--- config.mk ---
export PLATFORM = sky130hd
export DESIGN_NAME = stack_machine_alu_unit
export DESIGN_NICKNAME = d
export VERILOG_FILES = /design/src/rtl/sma_pkg.sv /design/src/rtl/sma_stack_ram.sv /design/src/rtl/sma_alu.sv /design/src/rtl/stack_machine_alu_unit.sv
export SDC_FILE = /design/constraint.sdc
export NUM_CORES = 2
export LEC_CHECK = 0
export BUFFER_PORTS_ARGS = -buffer_cell sky130_fd_sc_hd__buf_2
export CORE_MARGIN = 10
export CORE_UTILIZATION = 45
export CTS_CLUSTER_SIZE = 12
export DETAILED_ROUTE_END_ITERATION = 7
export GPL_ROUTABILITY_DRIVEN = 0
export PLACE_DENSITY = 0.67
export SLEW_MARGIN = 20
export SYNTH_ARGS = -nofsm -noshare
export SYNTH_HDL_FRONTEND = slang
export SYNTH_SLANG_ARGS = --single-unit
--- constraint.sdc ---
create_clock -name i_clk -period 24.7 [get_ports i_clk]
set_clock_uncertainty 0.1 [all_clocks]
set_input_delay 2.47 -clock i_clk [delete_from_list [all_inputs] [get_ports i_clk]]
set_output_delay 2.47 -clock i_clk [all_outputs]
set_load 0.005 [all_outputs]
--- src/rtl/sma_pkg.sv ---
// Shared constants, codes and types of the stack machine ALU.
`default_nettype none

package sma_pkg;

    // Stack and register file sizes.
    localparam int STACK_DEPTH = 64;
    localparam int REG_COUNT   = 8;

    // Widths; the address, depth and register index widths are derived.
    localparam int WORD_W      = 32;
    localparam int ADDR_W      = $clog2(STACK_DEPTH);
    localparam int DEPTH_W     = $clog2(STACK_DEPTH + 1);
    localparam int REG_AW      = (REG_COUNT > 1) ? $clog2(REG_COUNT) : 1;
    localparam int CMD_W       = 3;
    localparam int STATUS_W    = 3;
    localparam int OUT_DEPTH_W = 7;

    typedef logic [WORD_W-1:0] t_word;

    // Command codes of the input request.
    typedef enum logic [CMD_W-1:0] {
        CMD_PUSH = 3'd0,
        CMD_POP  = 3'd1,
        CMD_ADD  = 3'd2,
        CMD_SUB  = 3'd3,
        CMD_MUL  = 3'd4,
        CMD_DIV  = 3'd5,
        CMD_SQRT = 3'd6,
        CMD_POPR = 3'd7
    } t_cmd;

    // Status codes of the result.
    typedef enum logic [STATUS_W-1:0] {
        ST_OK      = 3'd0,
        ST_UNDER   = 3'd1,
        ST_OVER    = 3'd2,
        ST_DIVZERO = 3'd3,
        ST_NEGROOT = 3'd4
    } t_status;

    // Operations of the shared arithmetic unit.
    typedef enum logic [2:0] {
        ALU_ADD  = 3'd0,
        ALU_SUB  = 3'd1,
        ALU_MUL  = 3'd2,
        ALU_DIV  = 3'd3,
        ALU_SQRT = 3'd4
    } t_alu_op;

    // Request from the sequencer to the arithmetic unit.
    typedef struct packed {
        logic    start;
        t_alu_op op;
        t_word   a;
        t_word   b;
    } t_alu_req;

    // Response of the arithmetic unit.
    typedef struct packed {
        logic  done;
        t_word result;
    } t_alu_rsp;

endpackage

`default_nettype wire

--- src/rtl/sma_stack_ram.sv ---
// Operand stack storage: one write port and one registered read port.
`default_nettype none

module sma_stack_ram
    import sma_pkg::*;
(
    input  logic              i_clk,
    input  logic              i_wr_en,
    input  logic [ADDR_W-1:0] i_wr_addr,
    input  t_word             i_wr_data,
    input  logic              i_rd_en,
    input  logic [ADDR_W-1:0] i_rd_addr,
    output t_word             o_rd_data
);

    t_word r_mem [STACK_DEPTH];
    t_word r_rd_data;

    // Write port.
    always_ff @(posedge i_clk) begin
        if (i_wr_en) begin
            r_mem[i_wr_addr] <= i_wr_data;
        end
    end

    // Registered read port.
    always_ff @(posedge i_clk) begin
        if (i_rd_en) begin
            r_rd_data <= r_mem[i_rd_addr];
        end
    end

    assign o_rd_data = r_rd_data;

endmodule

`default_nettype wire

--- src/rtl/sma_alu.sv ---
// Shared arithmetic unit: registered add, subtract and multiply, iterative divide and root.
`default_nettype none

module sma_alu
    import sma_pkg::*;
(
    input  logic     i_clk,
    input  logic     i_rst_n,
    input  t_alu_req i_req,
    output t_alu_rsp o_rsp
);

    localparam int STEP_W = WORD_W + 2;
    localparam int HALF_W = WORD_W / 2;
    localparam int CNT_W  = $clog2(WORD_W);

    logic              r_busy;
    logic              r_done;
    t_alu_op           r_op;
    logic              r_neg;
    logic [CNT_W-1:0]  r_cnt;
    t_word             r_rem;
    t_word             r_q;
    t_word             r_div;
    logic [HALF_W-1:0] r_root;
    t_word             r_res;

    logic [STEP_W-1:0] sub_a;
    logic [STEP_W-1:0] sub_b;
    logic [STEP_W-1:0] diff;
    logic              take;
    t_word             mag_a;
    t_word             mag_b;

    // Shared trial subtractor: divisor step or root digit step.
    always_comb begin
        if (r_op == ALU_SQRT) begin
            sub_a = {r_rem, r_q[WORD_W-1 -: 2]};
            sub_b = {{(STEP_W-HALF_W-2){1'b0}}, r_root, 2'b01};
        end else begin
            sub_a = {1'b0, r_rem, r_q[WORD_W-1]};
            sub_b = {2'b00, r_div};
        end
        diff = sub_a - sub_b;
        take = !diff[STEP_W-1];
    end

    // Operand magnitudes for the divider.
    assign mag_a = i_req.a[WORD_W-1] ? (t_word'(0) - i_req.a) : i_req.a;
    assign mag_b = i_req.b[WORD_W-1] ? (t_word'(0) - i_req.b) : i_req.b;

    // Control: busy flag, step counter and completion strobe.
    always_ff @(posedge i_clk) begin
        if (!i_rst_n) begin
            r_busy <= 1'b0;
            r_done <= 1'b0;
            r_cnt  <= '0;
            r_op   <= ALU_ADD;
        end else begin
            r_done <= 1'b0;
            if (i_req.start) begin
                r_op <= i_req.op;
                unique case (i_req.op)
                    ALU_DIV: begin
                        r_busy <= 1'b1;
                        r_cnt  <= CNT_W'(WORD_W - 1);
                    end
                    ALU_SQRT: begin
                        r_busy <= 1'b1;
                        r_cnt  <= CNT_W'(HALF_W - 1);
                    end
                    default: begin
                        r_done <= 1'b1;
                    end
                endcase
            end else if (r_busy) begin
                r_cnt <= r_cnt - CNT_W'(1);
                if (r_cnt == '0) begin
                    r_busy <= 1'b0;
                    r_done <= 1'b1;
                end
            end
        end
    end

    // Datapath: operand load and one shift-subtract step per cycle.
    always_ff @(posedge i_clk) begin
        if (i_req.start) begin
            unique case (i_req.op)
                ALU_ADD: r_res <= i_req.a + i_req.b;
                ALU_SUB: r_res <= i_req.a - i_req.b;
                ALU_MUL: r_res <= t_word'(i_req.a * i_req.b);
                ALU_DIV: begin
                    r_rem <= '0;
                    r_q   <= mag_a;
                    r_div <= mag_b;
                    r_neg <= i_req.a[WORD_W-1] ^ i_req.b[WORD_W-1];
                end
                ALU_SQRT: begin
                    r_rem  <= '0;
                    r_q    <= i_req.a;
                    r_root <= '0;
                end
                default: r_res <= '0;
            endcase
        end else if (r_busy) begin
            if (r_op == ALU_SQRT) begin
                r_q <= {r_q[WORD_W-3:0], 2'b00};
                if (take) begin
                    r_rem  <= diff[WORD_W-1:0];
                    r_root <= {r_root[HALF_W-2:0], 1'b1};
                end else begin
                    r_rem  <= {r_rem[WORD_W-3:0], r_q[WORD_W-1 -: 2]};
                    r_root <= {r_root[HALF_W-2:0], 1'b0};
                end
            end else begin
                if (take) begin
                    r_rem <= diff[WORD_W-1:0];
                    r_q   <= {r_q[WORD_W-2:0], 1'b1};
                end else begin
                    r_rem <= {r_rem[WORD_W-2:0], r_q[WORD_W-1]};
                    r_q   <= {r_q[WORD_W-2:0], 1'b0};
                end
            end
        end
    end

    // Result selection; the quotient takes its sign here.
    always_comb begin
        o_rsp.done = r_done;
        unique case (r_op)
            ALU_DIV:  o_rsp.result = r_neg ? (t_word'(0) - r_q) : r_q;
            ALU_SQRT: o_rsp.result = {{(WORD_W-HALF_W){1'b0}}, r_root};
            default:  o_rsp.result = r_res;
        endcase
    end

endmodule

`default_nettype wire

--- src/rtl/stack_machine_alu_unit.sv ---
// Top level of the stack machine ALU: command sequencer, stack pointer and register file.
//
// Usage: drive i_command, i_operand and i_reg_index and raise start; the request is
// taken at a rising edge where start is high and busy is low. Each request yields
// exactly one result, shown on o_top_value, o_status and o_stack_depth for one cycle
// while o_valid is high. The receiver cannot stall; it must take the result then.
// Push, pop, pop to register and every error case finish without the shared unit;
// add, subtract and multiply use its registered result; square root takes 16 root
// digit steps of the shared unit and divide 32 quotient bit steps.
// A new request can be accepted in the cycle o_valid is high. Each request reads the
// top two stack entries, in S_RD_TOP and S_RD_SEC, through the single read port of
// the stack memory.
// Reset (synchronous, active low) empties the stack, clears the register file and
// drops busy and o_valid; the stack memory itself is not cleared and needs no sweep.
`default_nettype none

module stack_machine_alu_unit
    import sma_pkg::*;
(
    input  logic                      i_clk,
    input  logic                      i_rst_n,
    input  logic                      start,
    output logic                      busy,
    input  logic [CMD_W-1:0]          i_command,
    input  logic signed [WORD_W-1:0]  i_operand,
    input  logic [2:0]                i_reg_index,
    output logic                      o_valid,
    output logic signed [WORD_W-1:0]  o_top_value,
    output logic [STATUS_W-1:0]       o_status,
    output logic [OUT_DEPTH_W-1:0]    o_stack_depth
);

    typedef enum logic [4:0] {
        S_IDLE     = 5'b00001,
        S_RD_TOP   = 5'b00010,
        S_RD_SEC   = 5'b00100,
        S_DECIDE   = 5'b01000,
        S_WAIT_ALU = 5'b10000
    } t_state;

    t_state               r_state;
    t_cmd                 r_cmd;
    t_word                r_operand;
    logic [2:0]           r_ridx;
    logic [DEPTH_W-1:0]   r_depth;
    t_word                r_b;
    t_word                r_regs [REG_COUNT];
    logic                 r_valid;
    t_word                r_top;
    t_status              r_status;
    logic [DEPTH_W-1:0]   r_out_depth;

    logic                 rd_en;
    logic [ADDR_W-1:0]    rd_addr;
    t_word                rd_data;
    logic                 wr_en;
    logic [ADDR_W-1:0]    wr_addr;
    t_word                wr_data;
    t_alu_req             alu_req;
    t_alu_rsp             alu_rsp;

    logic                 accept;
    logic                 d_zero;
    logic                 d_lt2;
    logic                 d_full;
    logic                 b_zero;
    logic                 b_neg;
    logic                 is_bin;
    logic                 push_ok;
    logic                 pop_ok;
    logic                 alu_go;
    logic [ADDR_W-1:0]    top_addr;
    logic [ADDR_W-1:0]    sec_addr;
    t_status              n_status;
    logic [DEPTH_W-1:0]   n_depth;
    t_word                n_value;

    assign accept = start && (r_state == S_IDLE);
    assign busy   = (r_state != S_IDLE);

    // Stack pointer decode and checks on the fetched top entry.
    assign d_zero   = (r_depth == '0);
    assign d_lt2    = (r_depth < DEPTH_W'(2));
    assign d_full   = (r_depth == DEPTH_W'(STACK_DEPTH));
    assign b_zero   = (r_b == '0);
    assign b_neg    = r_b[WORD_W-1];
    assign top_addr = ADDR_W'(r_depth - DEPTH_W'(1));
    assign sec_addr = ADDR_W'(r_depth - DEPTH_W'(2));
    assign is_bin   = (r_cmd == CMD_ADD) || (r_cmd == CMD_SUB) ||
                      (r_cmd == CMD_MUL) || (r_cmd == CMD_DIV);
    assign push_ok  = (r_cmd == CMD_PUSH) && !d_full;
    assign pop_ok   = ((r_cmd == CMD_POP) || (r_cmd == CMD_POPR)) && !d_zero;
    assign alu_go   = (r_state == S_DECIDE) &&
                      (((r_cmd == CMD_SQRT) && !d_zero && !b_neg) ||
                       (is_bin && !d_lt2 && !((r_cmd == CMD_DIV) && b_zero)));

    // Status, new depth and reported value for requests that finish without the unit.
    always_comb begin
        n_status = ST_OK;
        unique case (r_cmd)
            CMD_PUSH: begin
                if (d_full) begin
                    n_status = ST_OVER;
                end
            end
            CMD_POP, CMD_POPR: begin
                if (d_zero) begin
                    n_status = ST_UNDER;
                end
            end
            CMD_SQRT: begin
                priority if (d_zero) begin
                    n_status = ST_UNDER;
                end else if (b_neg) begin
                    n_status = ST_NEGROOT;
                end else begin
                    n_status = ST_OK;
                end
            end
            CMD_ADD, CMD_SUB, CMD_MUL, CMD_DIV: begin
                priority if (d_lt2) begin
                    n_status = ST_UNDER;
                end else if ((r_cmd == CMD_DIV) && b_zero) begin
                    n_status = ST_DIVZERO;
                end else begin
                    n_status = ST_OK;
                end
            end
        endcase
        priority if (push_ok) begin
            n_depth = r_depth + DEPTH_W'(1);
        end else if (pop_ok) begin
            n_depth = r_depth - DEPTH_W'(1);
        end else begin
            n_depth = r_depth;
        end
        n_value = push_ok ? r_operand : r_b;
    end

    // Memory port and arithmetic unit request.
    always_comb begin
        rd_en   = (r_state == S_RD_TOP) || (r_state == S_RD_SEC);
        rd_addr = (r_state == S_RD_TOP) ? top_addr : sec_addr;
        wr_en   = ((r_state == S_DECIDE) && push_ok) ||
                  ((r_state == S_WAIT_ALU) && alu_rsp.done);
        if (r_state == S_DECIDE) begin
            wr_addr = ADDR_W'(r_depth);
            wr_data = r_operand;
        end else begin
            wr_addr = (r_cmd == CMD_SQRT) ? top_addr : sec_addr;
            wr_data = alu_rsp.result;
        end
        alu_req.start = alu_go;
        alu_req.a     = rd_data;
        alu_req.b     = r_b;
        unique case (r_cmd)
            CMD_ADD:  alu_req.op = ALU_ADD;
            CMD_SUB:  alu_req.op = ALU_SUB;
            CMD_MUL:  alu_req.op = ALU_MUL;
            CMD_DIV:  alu_req.op = ALU_DIV;
            CMD_SQRT: begin
                alu_req.op = ALU_SQRT;
                alu_req.a  = r_b;
            end
            CMD_PUSH, CMD_POP, CMD_POPR: alu_req.op = ALU_ADD;
        endcase
    end

    sma_stack_ram u_stack_ram (
        .i_clk     (i_clk),
        .i_wr_en   (wr_en),
        .i_wr_addr (wr_addr),
        .i_wr_data (wr_data),
        .i_rd_en   (rd_en),
        .i_rd_addr (rd_addr),
        .o_rd_data (rd_data)
    );

    sma_alu u_alu (
        .i_clk   (i_clk),
        .i_rst_n (i_rst_n),
        .i_req   (alu_req),
        .o_rsp   (alu_rsp)
    );

    // Sequencer: fetch top two entries, decide, wait for the unit, report.
    always_ff @(posedge i_clk) begin
        if (!i_rst_n) begin
            r_state <= S_IDLE;
            r_depth <= '0;
            r_valid <= 1'b0;
        end else begin
            r_valid <= 1'b0;
            unique case (r_state)
                S_IDLE: begin
                    if (accept) begin
                        r_state <= S_RD_TOP;
                    end
                end
                S_RD_TOP: begin
                    r_state <= S_RD_SEC;
                end
                S_RD_SEC: begin
                    r_state <= S_DECIDE;
                end
                S_DECIDE: begin
                    if (alu_go) begin
                        r_state <= S_WAIT_ALU;
                    end else begin
                        r_state <= S_IDLE;
                        r_valid <= 1'b1;
                        r_depth <= n_depth;
                    end
                end
                S_WAIT_ALU: begin
                    if (alu_rsp.done) begin
                        r_state <= S_IDLE;
                        r_valid <= 1'b1;
                        if (r_cmd != CMD_SQRT) begin
                            r_depth <= r_depth - DEPTH_W'(1);
                        end
                    end
                end
            endcase
        end
    end

    // Request capture, fetched top entry and result registers.
    always_ff @(posedge i_clk) begin
        if (accept) begin
            r_cmd     <= t_cmd'(i_command);
            r_operand <= t_word'(i_operand);
            r_ridx    <= i_reg_index;
        end
        if (r_state == S_RD_SEC) begin
            r_b <= d_zero ? '0 : rd_data;
        end
        if ((r_state == S_DECIDE) && !alu_go) begin
            r_top       <= n_value;
            r_status    <= n_status;
            r_out_depth <= n_depth;
        end else if ((r_state == S_WAIT_ALU) && alu_rsp.done) begin
            r_top       <= alu_rsp.result;
            r_status    <= ST_OK;
            r_out_depth <= (r_cmd == CMD_SQRT) ? r_depth : (r_depth - DEPTH_W'(1));
        end
    end

    // Register file written by pop to register; an index out of range writes nothing.
    always_ff @(posedge i_clk) begin
        if (!i_rst_n) begin
            for (int i = 0; i < REG_COUNT; i++) begin
                r_regs[i] <= '0;
            end
        end else if ((r_state == S_DECIDE) && pop_ok && (r_cmd == CMD_POPR) &&
                     (int'(r_ridx) < REG_COUNT)) begin
            r_regs[REG_AW'(r_ridx)] <= r_b;
        end
    end

    assign o_valid       = r_valid;
    assign o_top_value   = r_top;
    assign o_status      = r_status;
    assign o_stack_depth = OUT_DEPTH_W'(r_out_depth);

`ifndef SYNTHESIS
    // A result is never followed by another in the next cycle.
    a_valid_single: assert property (@(posedge i_clk) disable iff (!i_rst_n)
        o_valid |=> !o_valid)
        else $error("back-to-back results");

    // No result appears in the cycle after a request is taken.
    a_no_early_result: assert property (@(posedge i_clk) disable iff (!i_rst_n)
        accept |=> !o_valid)
        else $error("result too early after request");

    // The block leaves busy only together with a result.
    a_busy_ends_with_result: assert property (@(posedge i_clk) disable iff (!i_rst_n)
        ($past(i_rst_n) && $fell(busy)) |-> o_valid)
        else $error("busy dropped without a result");

    // An overflow is only reported on a full stack.
    a_overflow_full: assert property (@(posedge i_clk) disable iff (!i_rst_n)
        (o_valid && (r_status == ST_OVER)) |-> (r_out_depth == DEPTH_W'(STACK_DEPTH)))
        else $error("overflow with a stack that is not full");

    // The stack pointer never passes the stack size.
    a_depth_bound: assert property (@(posedge i_clk) disable iff (!i_rst_n)
        r_depth <= DEPTH_W'(STACK_DEPTH))
        else $error("stack pointer beyond the stack size");
`endif

endmodule

`default_nettype wire
-- Yosys cells after proc, flatten, opt, wreduce, memory -nomap -nowiden
Memories as Yosys holds them, arrays and structs flattened. A register that Yosys moved wholly into a read port is not among the register bits.
Cells that the tools add are included.
- memories: 1
- word-level logic and storage cells: 178
- flip-flop bits (word level): 277
- bits in latches: 0
- memory bits (read-only): 0
- bits in writable memories: 2048
- bits of input ports: 41
- memory list (memory ; words ; bits a word ; read ports ; clocked after memory_dff ; wr ports ; line ; source):
    u_stack_ram.r_mem ; 64 ; 32 ; 1 ; 1 ; 1 ; sma_stack_ram.sv:16 ; t_word r_mem [STACK_DEPTH];
- bitwise operators: 2
- multipliers: 1
- multiplexer cells: 70
- add/subtract/negate cells: 10
- div/mod/pow operators: 0
- eq/ne operators: 28
- shift-type cells: 0
- order comparisons: 1
- reductions and logical operators: 45
- operators by type and width (operator ; count):
    $mux W32 ; 17
    $pmux W32 S2 ; 2
    $pmux W32 S4 ; 1
    $sub A1 B32 Y32 const A ; 3
    $mux W16 ; 4
    $mux W7 ; 8
    $mux W34 ; 1
    $sub A34 B32 Y34 ; 1
    $add A32 B32 Y32 ; 1
    $logic_not A32 Y1 ; 1
    $mul A32 B32 Y32 ; 1
    $sub A32 B32 Y32 ; 1
    $mux W31 ; 1
    $mux W5 ; 5
    $pmux W5 S5 ; 1
    $eq A3 B3 Y1 const B ; 6
    $mux W6 ; 3
    $eq A3 B2 Y1 const B ; 5
    $mux W1 ; 15
    $pmux W3 S5 ; 1
    $pmux W7 S2 ; 1
    $logic_and A1 B1 Y1 ; 12
    $mux W3 ; 4
    $pmux W3 S4 ; 1
    33 further kinds ; 61

-- Depth between registers and ports, before layout
- depth in word-level cells: 11
- mapped depth: 34
- mapped depth without buffers: 29

-- Modules after synthesis
Synthesis repeated with hierarchy kept, for this count alone.
- cell total of the unflattened synthesis: 7138
- area, all modules: 113970.6 um^2
- by module, submodules not included (module ; cells an instance ; instances ; sequential area each (um^2) ; area an instance (um^2)):
    sma_stack_ram ; 3324 ; 1 ; 62459.9 ; 78833.1
    sma_alu ; 3166 ; 1 ; 4554.4 ; 28399.7
    stack_machine_alu_unit ; 648 ; 1 ; 3533.4 ; 6737.7

-- Worst setup path after synthesis
Ideal clock, no wire load.
- kind: register to register
- start: register r_cmd[0]
- end: register u_alu.r_res[31], data pin
- data required time: 24329 ps
- clock period less this slack: 8253 ps
- arrival: 7881 ps
- buffers on the path: 7
- stages on the path, launching flop included: 32
- setup slack: 16447 ps
- library setup time: 271 ps
- path through: edfxtp_1 buf_2 and3b_1 buf_2 buf_6 clkbuf_1 clkbuf_1 clkbuf_1 clkbuf_1 o21ai_0 fa_1 inv_1 fa_1 fa_1 inv_1 fa_1 inv_1 fa_1 fa_1 fa_1 fa_1 ha_1 a21oi_1 nor2b_1 o21ai_0 nand2b_1 a31o_2 a21oi_1 a21oi_1 o41a_1 xnor2_1 o211ai_1
- longest elaborated chain between the ends: 6
- ends and longest elaborated chain (element ; line ; source):
    from (decl) ; stack_machine_alu_unit.sv:42 ; t_cmd r_cmd;
    from (signal assigned) ; stack_machine_alu_unit.sv:231 ; r_cmd <= t_cmd'(i_command);
    branches (longest 5 deep; another with $mul A32 B32 Y32) ; - ;
    $pmux W32 S4 (*) ; sma_alu.sv:89 ; unique case (i_req.op)
    to (signal assigned) ; sma_alu.sv:90 ; ALU_ADD: r_res <= i_req.a + i_req.b;
    to (signal assigned) ; sma_alu.sv:91 ; ALU_SUB: r_res <= i_req.a - i_req.b;
    to (signal assigned) ; sma_alu.sv:92 ; ALU_MUL: r_res <= t_word'(i_req.a * i_req.b);
    to (decl) ; sma_alu.sv:26 ; t_word r_res;
Mark *: on every way between the ends.
A chain may end at the register's enable or synchronous reset.

-- Worst setup path after layout
- start: register r_cmd[2]
- end: register u_alu.r_res[31], data pin
The elaborated chain is that of the path after synthesis.

==> tab_implementation.tex <==
\begin{tabular}{lr}
\hline
Metric & Value \\
\hline
\multicolumn{2}{l}{\textbf{Logic synthesis}} \\
\quad Cell count after synthesis & 7,520 \\
\quad Leading cell types by total area after synthesis & sky130\_fd\_sc\_hd\_\_edfxtp\_1, sky130\_fd\_sc\_hd\_\_mux4\_2, sky130\_fd\_sc\_hd\_\_fa\_1, sky130\_fd\_sc\_hd\_\_nand2\_1, sky130\_fd\_sc\_hd\_\_and2\_1 \\
\quad Post-synth design cell area & roughly 110,000 um\^{}2 \\
\quad Most used flip-flop cell after synthesis & sky130\_fd\_sc\_hd\_\_edfxtp\_1 \\
\quad Post-synth top area share & between 60\% and 70\% \\
\quad Register bit count reported by yosys & 2,357 \\
\quad Net count after synthesis & 8,171 \\
\quad Post-synthesis sequential area ratio & 61.68\% \\
\quad Synth area leader & sky130\_fd\_sc\_hd\_\_edfxtp\_1 \\
\quad Post-synth ARST share & 0\% \\
\quad Mean Syn Cell Area & 15.21 um\^{}2 \\
\quad Post-synth EDFFs & approximately 2,300 \\
\quad Number of warnings issued by yosys & 0 \\
\quad Distinct cells, synth & slightly below 90 \\
\multicolumn{2}{l}{\textbf{Setup path}} \\
\quad Crit path kind & flop to flop \\
\quad CP startpoint kind & flop \\
\quad Reg2Reg Depth & 26 \\
\quad Reg2Reg Setup Slack & 14.20 ns \\
\quad Worst path arrival time & 10.99 ns \\
\quad Crit. Startpoint & r\_cmd[2]\$\_DFFE\_PP\_ \\
\quad CP endpoint kind & flop \\
\quad Maximum fanout along the worst path & 45 \\
\quad Reg-to-reg startpoint & r\_cmd[2]\$\_DFFE\_PP\_ \\
\quad Endpoint of the lowest-slack register-to-register path & u\_alu.r\_res[31]\$\_DFFE\_PP\_ \\
\quad Worst endpoint required time & around 25 ns \\
\quad Crit path to & u\_alu.r\_res[31]\$\_DFFE\_PP\_ \\
\multicolumn{2}{l}{\textbf{Final layout}} \\
\quad Share of final-layout standard cells stronger than drive strength 1 & 16.39\% \\
\quad Synth-to-Final Area Change & 10.81\% \\
\quad Most common cell after layout, fill and taps aside & sky130\_fd\_sc\_hd\_\_edfxtp\_1 \\
\quad Number of nets at the end of the flow & just over 8,000 \\
\quad Commonest cells after routing, fill and taps aside & sky130\_fd\_sc\_hd\_\_edfxtp\_1, sky130\_fd\_sc\_hd\_\_nand2\_1, sky130\_fd\_sc\_hd\_\_mux4\_2, sky130\_fd\_sc\_hd\_\_inv\_1, sky130\_fd\_sc\_hd\_\_and2\_1 \\
\multicolumn{2}{l}{\textbf{GRT}} \\
\quad Number of global-route vias before repair & 68,140 \\
\quad Remaining Overflow, GRT & 0 \\
\quad Pin count of the biggest net entering global routing & $\sim$130 \\
\quad Antenna violations before repair & 15 \\
\quad Global-route wire length before repair & 457.5 mm \\
\quad Total global-route track usage & 22.54\% \\
\multicolumn{2}{l}{\textbf{Timing}} \\
\quad Slew HR & a little under an eighth \\
\quad Final worst-path cycle share & 42.51\% \\
\quad Hold slack & between 0.3 and 0.4 ns \\
\quad Fin. Hold Viols & 0 \\
\quad Final-layout setup total negative slack & 0 ns \\
\quad Slew at the pin closest to its max-slew limit & 1.322 ns \\
\quad Final setup violation count & 0 \\
\quad Final min period & between 10 and 15 ns \\
\quad Highest attainable clock frequency & 0.09524 GHz \\
\quad RSZ-0062 raised after global routing & no \\
\quad Max-slew violation total from the final report & 0 \\
\multicolumn{2}{l}{\textbf{Detailed routing}} \\
\quad DRC violations left & 0 \\
\quad Drt total wl & 312.3 mm \\
\quad Iteration-0 DRC Markers & 7,890 \\
\quad Routed vias/inst & 6.023 \\
\quad Drt wl/cell & 28.16 um \\
\quad Residual antenna-violating net count after detailed routing & 0 \\
\quad Count of vias placed by the detailed router & 66,820 \\
\quad Length of the first detailed-routing pass in iterations & 7 \\
\multicolumn{2}{l}{\textbf{Floorplan}} \\
\quad Core ar. & approximately 250,000 um\^{}2 \\
\quad Starting Density & 45.13\% \\
\quad Horizontal die dimension & 524.2 um \\
\quad Die footprint & 274,700 um\^{}2 \\
\quad Top Ports & 85 \\
\quad Number of rows created at floorplan & around 190 \\
\quad Die span in y & 524.2 um \\
\multicolumn{2}{l}{\textbf{Clock tree}} \\
\quad Hold buffer count at CTS & 0 \\
\quad Sink Count & 2,357 \\
\quad Number of gates given a new drive strength after cts & 0 \\
\quad CTS max path bufs & 3 \\
\quad Total CTS buffers & around 230 \\
\quad Cell chosen for the clock root & sky130\_fd\_sc\_hd\_\_clkbuf\_16 \\
\quad Postcts setup bufs & 0 \\
\quad TritonCTS clock tree & done \\
\quad Clk slew on worst S/H paths & 0.07 ns \\
\quad H-tree depth reported by CTS & 4 \\
\quad Clock latency at the later pin of the worst-skew pair & 0.92 ns \\
\multicolumn{2}{l}{\textbf{Power}} \\
\quad Pwr Density & 91.83 nW/um\^{}2 \\
\quad Peak supply drop & 0.0004690 V \\
\quad Leakage & approximately 44 nW \\
\multicolumn{2}{l}{\textbf{Place}} \\
\quad IO Port Bufs & 81 \\
\quad HPWL reported at the end of detailed placement & 185.6 mm \\
\multicolumn{2}{l}{\textbf{Worst hold path}} \\
\quad Instance count along the most critical hold path & 1 \\
\quad Type of the most critical hold path & flop to flop \\
\multicolumn{2}{l}{\textbf{Outcome}} \\
\quad Run status & finished, final reports clean \\
\multicolumn{2}{l}{\textbf{Job}} \\
\quad Number of maximum-capacitance violations & 0 \\
\hline
\end{tabular}
## cells in the mapped netlist (35+ instances only)
library cell,n
sky130_fd_sc_hd__o21a_1,35
sky130_fd_sc_hd__a21oi_1,169
sky130_fd_sc_hd__mux2i_1,44
sky130_fd_sc_hd__fa_1,410
sky130_fd_sc_hd__mux4_2,512
sky130_fd_sc_hd__edfxtp_1,2334
sky130_fd_sc_hd__xor2_1,111
sky130_fd_sc_hd__clkbuf_1,320
sky130_fd_sc_hd__and2_1,417
sky130_fd_sc_hd__nor2_1,333
sky130_fd_sc_hd__buf_2,80
sky130_fd_sc_hd__xnor2_1,160
sky130_fd_sc_hd__a31oi_1,102
sky130_fd_sc_hd__inv_1,422
sky130_fd_sc_hd__nand3_1,59
sky130_fd_sc_hd__nor2b_1,58
sky130_fd_sc_hd__a21o_1,35
sky130_fd_sc_hd__ha_1,200
sky130_fd_sc_hd__nand2_1,878
sky130_fd_sc_hd__nor3_1,57
sky130_fd_sc_hd__o21ai_0,122
sky130_fd_sc_hd__buf_1,44
sky130_fd_sc_hd__a311oi_1,102
sky130_fd_sc_hd__a211oi_1,133
## stage by stage
step	setup slack, ns	cell area [um^2]	power (mW)	instances	utilization (%)
floorplan	16.45	114400	7.338	7520	-
global placement	14.55	119800	8.428	10730	47.27
detailed placement	14.47	119800	8.437	10730	47.27
CTS	14.37	126600	11.67	11090	49.95
global route	13.94	126700	12.24	11090	50.00
finish	14.20	126700	11.64	11090	50.00
## power breakdown
part	switching [mW]	internal (mW)	total (mW)
combinational	2.29	1.73	4.02
sequential	0.0113	4.36	4.38
clock	1.47	1.77	3.24
## how the worst min path moves through the flow
| stage | slack (ns) | to | start |
|---|---|---|---|
| 2_1_floorplan | 0.34 | u_alu.r_cnt[4]$_SDFFE_PN0P_ | u_alu.r_cnt[4]$_SDFFE_PN0P_ |
| 3_3_place_gp | 0.36 | u_alu.r_cnt[4]$_SDFFE_PN0P_ | u_alu.r_cnt[4]$_SDFFE_PN0P_ |
| 3_5_place_dp | 0.36 | u_alu.r_cnt[4]$_SDFFE_PN0P_ | u_alu.r_cnt[4]$_SDFFE_PN0P_ |
| 4_1_cts | 0.38 | u_alu.r_cnt[4]$_SDFFE_PN0P_ | u_alu.r_cnt[4]$_SDFFE_PN0P_ |
| 5_1_grt | 0.41 | u_alu.r_cnt[4]$_SDFFE_PN0P_ | u_alu.r_cnt[4]$_SDFFE_PN0P_ |
| 6_report | 0.38 | u_alu.r_cnt[4]$_SDFFE_PN0P_ | u_alu.r_cnt[4]$_SDFFE_PN0P_ |
## area by class of cell
class,count,area [um^2]
clock buffer,279,6023
multi-input combinational,4288,41480
sequential,2357,70550
inverter,426,1599
antenna,5,12.51
tap,3366,4212
timing repair buffer,292,2102
clock inverter,80,770.7
fill,20880,126700
## flip-flops by register name, summed over array words and instances, names as in the netlist
register	flops
o_status	3
r_depth	7
u_alu.r_rem	32
o_stack_depth	7
u_stack_ram.r_mem	2048
u_alu.r_neg	1
o_top_value	32
u_alu.r_q	32
u_alu.r_busy	1
u_stack_ram.o_rd_data	32
u_alu.r_root	16
r_b	32
r_cmd	3
u_alu.r_res	32
r_operand	32
u_alu.r_cnt	5
u_alu.r_op	3
o_valid	1
r_state	5
u_alu.r_done	1
u_alu.r_div	32
## logic make-up after synthesis
family                     after synthesis  synth area share [%]
DFF                                   2357                 61.68
adders and majority gates              610                 9.364
AOI/OAI and AO/OA                      876                 5.188
xor gates and xnor gates               272                 2.095
and+or+nand+nor                       1950                 7.991
buffers and inverters                  875                 2.983
muxes                                  580                 10.70
## metal layers
metal / global-route usage, % / vias up / part of all wire (%) / wire length (um)
met5: 0 / - / 0.015 / 47
li1: - / 28080 / - / -
met2: 35.61 / 3426 / 47 / 145400
met1: 29.76 / 34650 / 38 / 119100
met4: 8.905 / 8 / 4.6 / 14390
met3: 6.193 / 648 / 11 / 33390
## critical path, stage by stage, from the launching register on
cell and delay (ns):
sky130_fd_sc_hd__edfxtp_1 0.64, sky130_fd_sc_hd__and3b_2 0.52, sky130_fd_sc_hd__buf_4 0.71, sky130_fd_sc_hd__mux2i_1 0.57, sky130_fd_sc_hd__clkinv_1 0.73, sky130_fd_sc_hd__and2_1 0.43, sky130_fd_sc_hd__fa_1 0.46, sky130_fd_sc_hd__fa_1 0.40
sky130_fd_sc_hd__fa_1 0.50, sky130_fd_sc_hd__inv_1 0.05, sky130_fd_sc_hd__fa_1 0.47, sky130_fd_sc_hd__inv_1 0.06, sky130_fd_sc_hd__fa_1 0.46, sky130_fd_sc_hd__ha_1 0.30, sky130_fd_sc_hd__fa_1 0.52, sky130_fd_sc_hd__fa_1 0.43
sky130_fd_sc_hd__ha_1 0.36, sky130_fd_sc_hd__a21o_1 0.18, sky130_fd_sc_hd__a211oi_1 0.32, sky130_fd_sc_hd__nand3_1 0.13, sky130_fd_sc_hd__o21ai_0 0.48, sky130_fd_sc_hd__nor2_1 0.08, sky130_fd_sc_hd__a21oi_1 0.29, sky130_fd_sc_hd__a21oi_1 0.16
sky130_fd_sc_hd__o41a_1 0.34, sky130_fd_sc_hd__xnor2_1 0.33, sky130_fd_sc_hd__o211ai_1 0.14
Power figures use the tool's default switching activity.
